`config.mk`:
```
export PLATFORM = sky130hd
export DESIGN_NAME = insertion_sorter_unit
export DESIGN_NICKNAME = d
export VERILOG_FILES = /design/src/insort_pkg.sv /design/src/insort_cell.sv /design/src/insertion_sorter_unit.sv
export SDC_FILE = /design/constraint.sdc
export NUM_CORES = 2
export LEC_CHECK = 0
export BUFFER_PORTS_ARGS = -buffer_cell sky130_fd_sc_hd__clkbuf_2
export CAP_MARGIN = 0
export CORE_UTILIZATION = 45
export DETAILED_ROUTE_END_ITERATION = 8
export SKIP_CTS_REPAIR_TIMING = 1
export SLEW_MARGIN = 15
export SYNTH_ARGS = -nofsm -noshare
export SYNTH_HDL_FRONTEND = slang
export SYNTH_SLANG_ARGS = --single-unit
export TNS_END_PERCENT = 30
```
`constraint.sdc`:
```
create_clock -name clk_i -period 7.4 [get_ports clk_i]
set_input_delay 1.11 -clock clk_i [delete_from_list [all_inputs] [get_ports clk_i]]
set_output_delay 1.11 -clock clk_i [all_outputs]
set_load 0.05 [all_outputs]
```
`src/insort_pkg.sv`:
```
// shared payload types for the insertion sorter
package insort_pkg;

  localparam int unsigned ValueW = 16;

  typedef struct packed {
    logic [ValueW-1:0] value;
    logic              final_req;
  } in_item_t;

  typedef struct packed {
    logic [ValueW-1:0] sorted_value;
    logic              last_out;
    logic              overflow;
  } out_item_t;

  // what one cell shows its neighbors
  typedef struct packed {
    logic [ValueW-1:0] value;
    logic              greater;
  } cell_link_t;

endpackage

```
`src/insort_cell.sv`:
```
// one compare-and-shift cell of the sorting chain
module insort_cell
  import insort_pkg::*;
(
  input  logic                 clk_i,
  input  logic                 ins_en_i,
  input  logic                 shift_en_i,
  input  logic [ValueW-1:0]    ins_value_i,
  input  logic                 valid_i,
  input  cell_link_t           left_i,
  input  logic [ValueW-1:0]    right_value_i,
  output cell_link_t           link_o
);

  logic [ValueW-1:0] value_d, value_q;
  logic              greater;

  // an empty cell counts as larger than any value
  assign greater = !valid_i || (value_q > ins_value_i);

  always_comb begin
    value_d = value_q;
    if (ins_en_i) begin
      if (greater) begin
        value_d = left_i.greater ? left_i.value : ins_value_i;
      end
    end else if (shift_en_i) begin
      value_d = right_value_i;
    end
  end

  always_ff @(posedge clk_i) begin
    value_q <= value_d;
  end

  assign link_o.value   = value_q;
  assign link_o.greater = greater;

endmodule

```
`src/insertion_sorter_unit.sv`:
```
// streaming insertion sorter built from a chain of compare-and-shift cells
//
//   channel | signals                           | payload
//   --------+-----------------------------------+-------------------------------
//   in      | in_valid_i / in_ready_o           | in_data_i  (value, final_req)
//   out     | out_valid_o / out_ready_i         | out_data_o (sorted_value,
//           |                                   |   last_out, overflow)
//
// - on an insert every cell compares against the new value in parallel and
//   the larger ones move one place right
// - a set drains one value per cycle from cell 0 while the output register is
//   taken every cycle; each output stall holds the chain
// - the input is not ready while a set drains, from the cycle after the final
//   transaction until its last value sits in the output register
// - reset clears the fill count, the drain state, the drop and overflow flags
//   and the output valid; cell contents are only read below the fill count and need no reset
module insertion_sorter_unit
  import insort_pkg::*;
#(
  parameter int unsigned DEPTH = 64
) (
  input  logic      clk_i,
  input  logic      rst_ni,
  input  logic      in_valid_i,
  output logic      in_ready_o,
  input  in_item_t  in_data_i,
  output logic      out_valid_o,
  input  logic      out_ready_i,
  output out_item_t out_data_o
);

  localparam int unsigned CntW = $clog2(DEPTH + 1);

  // control state
  logic [CntW-1:0] fill_d, fill_q;
  logic            drain_d, drain_q;
  logic            dropped_d, dropped_q;
  logic            ovf_d, ovf_q;
  logic            out_valid_d, out_valid_q;
  out_item_t       out_d, out_q;

  logic in_fire, full, ins_en, shift_en, last_one;

  cell_link_t                  links [DEPTH];
  logic       [DEPTH-1:0]      cell_valid;

  assign in_ready_o = !drain_q;
  assign in_fire    = in_valid_i && in_ready_o;
  assign full       = (fill_q == CntW'(DEPTH));
  // a value that finds the store full is dropped
  assign ins_en     = in_fire && !full;
  // drain moves one value out whenever the output register is free
  assign shift_en   = drain_q && (!out_valid_q || out_ready_i);
  assign last_one   = (fill_q == CntW'(1));

  // the chain of cells
  for (genvar i = 0; i < DEPTH; i++) begin : g_cell
    cell_link_t          left;
    logic [ValueW-1:0]   right_value;

    assign cell_valid[i] = (fill_q > CntW'(i));

    if (i == 0) begin : g_head
      // nothing to the left: a new value lands here when the cell is larger
      assign left.value   = '0;
      assign left.greater = 1'b0;
    end else begin : g_body
      assign left = links[i-1];
    end

    if (i == DEPTH - 1) begin : g_tail
      assign right_value = links[i].value;
    end else begin : g_inner
      assign right_value = links[i+1].value;
    end

    insort_cell u_cell (
      .clk_i         (clk_i),
      .ins_en_i      (ins_en),
      .shift_en_i    (shift_en),
      .ins_value_i   (in_data_i.value),
      .valid_i       (cell_valid[i]),
      .left_i        (left),
      .right_value_i (right_value),
      .link_o        (links[i])
    );
  end

  always_comb begin
    fill_d      = fill_q;
    drain_d     = drain_q;
    dropped_d   = dropped_q;
    ovf_d       = ovf_q;
    out_valid_d = out_valid_q;
    out_d       = out_q;

    if (in_fire) begin
      if (ins_en) begin
        fill_d = fill_q + CntW'(1);
      end
      if (in_data_i.final_req) begin
        // freeze the overflow flag for this set and start draining
        ovf_d     = dropped_q || full;
        dropped_d = 1'b0;
        drain_d   = 1'b1;
      end else if (full) begin
        dropped_d = 1'b1;
      end
    end

    if (shift_en) begin
      out_d.sorted_value = links[0].value;
      out_d.last_out     = last_one;
      out_d.overflow     = ovf_q;
      out_valid_d        = 1'b1;
      fill_d             = fill_q - CntW'(1);
      if (last_one) begin
        drain_d = 1'b0;
      end
    end else if (out_ready_i) begin
      out_valid_d = 1'b0;
    end
  end

  always_ff @(posedge clk_i or negedge rst_ni) begin
    if (!rst_ni) begin
      fill_q      <= '0;
      drain_q     <= 1'b0;
      dropped_q   <= 1'b0;
      ovf_q       <= 1'b0;
      out_valid_q <= 1'b0;
    end else begin
      fill_q      <= fill_d;
      drain_q     <= drain_d;
      dropped_q   <= dropped_d;
      ovf_q       <= ovf_d;
      out_valid_q <= out_valid_d;
    end
  end

  always_ff @(posedge clk_i) begin
    out_q <= out_d;
  end

  assign out_valid_o = out_valid_q;
  assign out_data_o  = out_q;

  // fill count stays within the chain
  assert property (@(posedge clk_i) disable iff (!rst_ni) fill_q <= CntW'(DEPTH))
    else $error("fill count above depth");

  // a draining set always has a value in cell 0
  assert property (@(posedge clk_i) disable iff (!rst_ni) drain_q |-> fill_q != '0)
    else $error("drain with empty chain");

  // moving the last value out ends the drain and flags it as last
  assert property (@(posedge clk_i) disable iff (!rst_ni)
                   (shift_en && last_one) |=> (!drain_q && out_valid_o && out_data_o.last_out))
    else $error("drain did not close on last value");

endmodule
```
==> impl_metrics.json <==
{
  "path_clk_slew_ns": 0.06,
  "drv_cap": 0,
  "cp_common_cell": "buf_4",
  "pwr-share-comb_pct": 45.9,
  "die_w_um": 424.3,
  "arrival_ns": 5.34,
  "syn-cell-area_um2": 80260,
  "power.density_nw_per_um2": 474.6,
  "num_rows": 154,
  "yosys-top-cells-area": "edfxtp_1 (39%), ha_1 (16%), nor2_1 (4.3%), a21oi_1 (4.2%), nand2_1 (3.7%)",
  "die_h_um": 424.3,
  "critPathMaxFanout": 104,
  "fin_nets": 9058,
  "synth_area_per_cell_um2": 9.781,
  "p_leak_nw": 33.84,
  "crit_slowest_cell": "nand2b_4",
  "setup-tns-final_ns": 0,
  "yosysMostFrequentCell": "edfxtp_1",
  "clk_latency_ns": 0.80,
  "grt-ovfl-total": 0,
  "slowest_delay_ns": 0.77,
  "switching_power_mw": 19.42,
  "vias": 75490,
  "ys_types": 90,
  "skew_ns": 0.03324,
  "rsz0062_at_grt": "false",
  "intPower_mw": 21.80,
  "io_buffers": 40,
  "drcViolationCount": 0,
  "finalHoldViolations": 0,
  "synth_nets": 9256,
  "status": "finished, final reports clean",
  "setup_viol": 0,
  "antenna_left": 0,
  "async_flop_share_pct": 1.045,
  "hp-class": "input port to asynchronous set/reset pin",
  "netlist.area_leader.share_pct": 38.99,
  "area_growth_pct": 8.225,
  "start_util_pct": 45.42,
  "synth-edff-count": 1042,
  "grt_pass1_wl_mm": 509.2,
  "drtIter0Drc": 12050,
  "finalPower_mw": 41.23,
  "p_seq_share_pct": 38.6,
  "firstDrtPassIters": 7,
  "wl_per_cell_um": 34.55,
  "grt_pass1_vias": 70870,
  "cts_max_level": 4,
  "grt_start_max_net_pins": 193,
  "dp_cells": 10210,
  "slew-limit-headroom_pct": 12.34,
  "synth_cells": 8206,
  "min_period_ns": 4.802,
  "yosysSeqAreaShare_pct": 39.33,
  "drive_above_1_share_pct": 9.420,
  "critPathTopFamily": "buffers and inverters",
  "dieArea_um2": 180000,
  "period_share_pct": 64.89,
  "coreArea_um2": 176700,
  "ys.flop_type": "edfxtp_1",
  "critPathRequiredTime_ns": 7.94,
  "grt_usage_pct": 38.74,
  "ctsRootBufferMaster": "clkbuf_16",
  "synth_commonest_cells": "edfxtp_1 (1,042), ha_1 (1,029), nor2_1 (922)",
  "vias_per_cell": 7.217,
  "drv_slew": 0,
  "tightest_slew_ns": 1.312,
  "ys_warn_count": 0,
  "cts_made_buffers": 134,
  "max_freq_mhz": 208.3,
  "pin_count": 41,
  "post-dp-hpwl_mm": 239.8,
  "ys_seq_elements": 1053,
  "place_congestion": 0.9938,
  "synth_top_area_cell": "edfxtp_1",
  "power.share.clock_pct": 15.5,
  "peakVddDrop_mv": 0.2766,
  "wirelength_mm": 361.4,
  "crit_type": "flip-flop to flip-flop",
  "crit_path_cell_trace": "nor4_2, and3_1, buf_4, nand2b_4, buf_12, buf_12, buf_4, o221ai_1, buf_4",
  "cts_buffer_depth": 3,
  "crit_path_start_kind": "flip-flop",
  "path_buf_inv": 5,
  "cts.sinks": 1053,
  "switching_share_pct": 47.12,
  "critPathCaptureType": "flip-flop",
  "grt_antenna_before_repair": 21,
  "cts_tree": "done",
  "layoutNonFillerInstCount": 10460
}
layer usage:
metal / routed length (um) / up-vias / track usage, %
li1: - / 31800 / -
met1: 136000 / 36700 / 50.63
met2: 149200 / 5618 / 55.69
met3: 49610 / 1345 / 11.81
met4: 26480 / 28 / 24.15
met5: 192 / - / 0
per-stage QoR:
| stage | hold slack [ns] | util [%] | area (um2) | worst slack [ns] |
|---|---|---|---|---|
| global route | 0.2145 | 49.15 | 86850 | 2.517 |
| finish | 0.2069 | 49.16 | 86860 | 2.598 |
| detailed placement | 0.4531 | 46.85 | 82770 | 1.964 |
| CTS | 0.1870 | 49.13 | 86820 | 2.797 |
| floorplan | 0.4248 | - | 80260 | 1.593 |
| global placement | 0.4477 | 46.75 | 82600 | 1.946 |
path summary, 6_finish.rpt:
check                                                    endpoint                  start  cells after the start  slack (ns)
max in group asynchronous                   fill_q[6]$_DFFE_PN0P_                 rst_ni                      1        6.89
hold / removal                            out_valid_o$_DFFE_PN0P_                 rst_ni                      1        0.21
setup / recovery           g_cell[11].u_cell.value_q[1]$_DFFE_PP_  fill_q[2]$_DFFE_PN0P_                      9        2.60
hold reg to reg                           out_data_o[0]$_DFFE_PP_      ovf_q$_DFFE_PN0P_                      0        0.47
min in group clk_i                        out_data_o[0]$_DFFE_PP_      ovf_q$_DFFE_PN0P_                      0        0.47
setup reg to reg           g_cell[11].u_cell.value_q[1]$_DFFE_PP_  fill_q[2]$_DFFE_PN0P_                      9        2.60
power groups by stage:
stage	sequential [mW]	combinational, mW	clock, mW
after floorplan	13.2	13.2	0
after global placement	15.7	17.6	0
after detailed placement	15.7	18.2	0
after CTS	15.6	18.3	6.37
after global routing	15.9	20.6	6.56
final	15.9	18.9	6.38
cell families (layout without fill, tap and decap cells):
logic type | after synthesis | after routing | synth area share [%]
AND/OR/NAND/NOR | 2502 | 2502 | 13.92
flip-flops | 1053 | 1053 | 39.33
other | 0 | 10 | 0
XOR/XNOR | 6 | 6 | 0.06548
buffers and inverters | 801 | 705 | 4.591
multiplexers | 291 | 291 | 3.681
AO/OA/AOI/OAI | 2524 | 2524 | 22.37
adder cells (fa/ha/maj) | 1029 | 1029 | 16.04
worst reg2reg max path, delay by kind of cell, from the launching register on:
family,cells,cell delay [ns]
buffers and inverters,5,2.11
AND/OR/NAND/NOR,3,1.46
flip-flops,1,0.71
AO/OA/AOI/OAI,1,0.25
flip-flops by register name, indices dropped and copies added (netlist names):
name and count:
fill_q 7, dropped_q 1, out_data_o 18, g_cell.u_cell.value_q 1024, ovf_q 1, out_valid_o 1, drain_q 1
cells in the final DEF, fill, tap and decap left out, types with 170 or more instances in the layout:
cell,instances
o22ai_1,170
nand2_1,794
inv_1,193
mux2i_1,258
o221a_2,175
edfxtp_1,1042
a211oi_1,217
ha_1,1029
nor2_1,918
o21ai_0,335
nand4_1,208
buf_4,207
o221ai_1,257
a21oi_1,676
layout make-up:
class	instances	area, um2
Tap cell	2340	2928
Antenna cell	10	25.02
Sequential cell	1053	31570
Timing Repair Buffer	258	2228
Multi-Input combinational cell	6352	45240
Fill cell	16320	89830
Inverter	209	827.0
Clock inverter	76	478.0
Clock buffer	162	3565
Power figures use the tool's default switching activity.
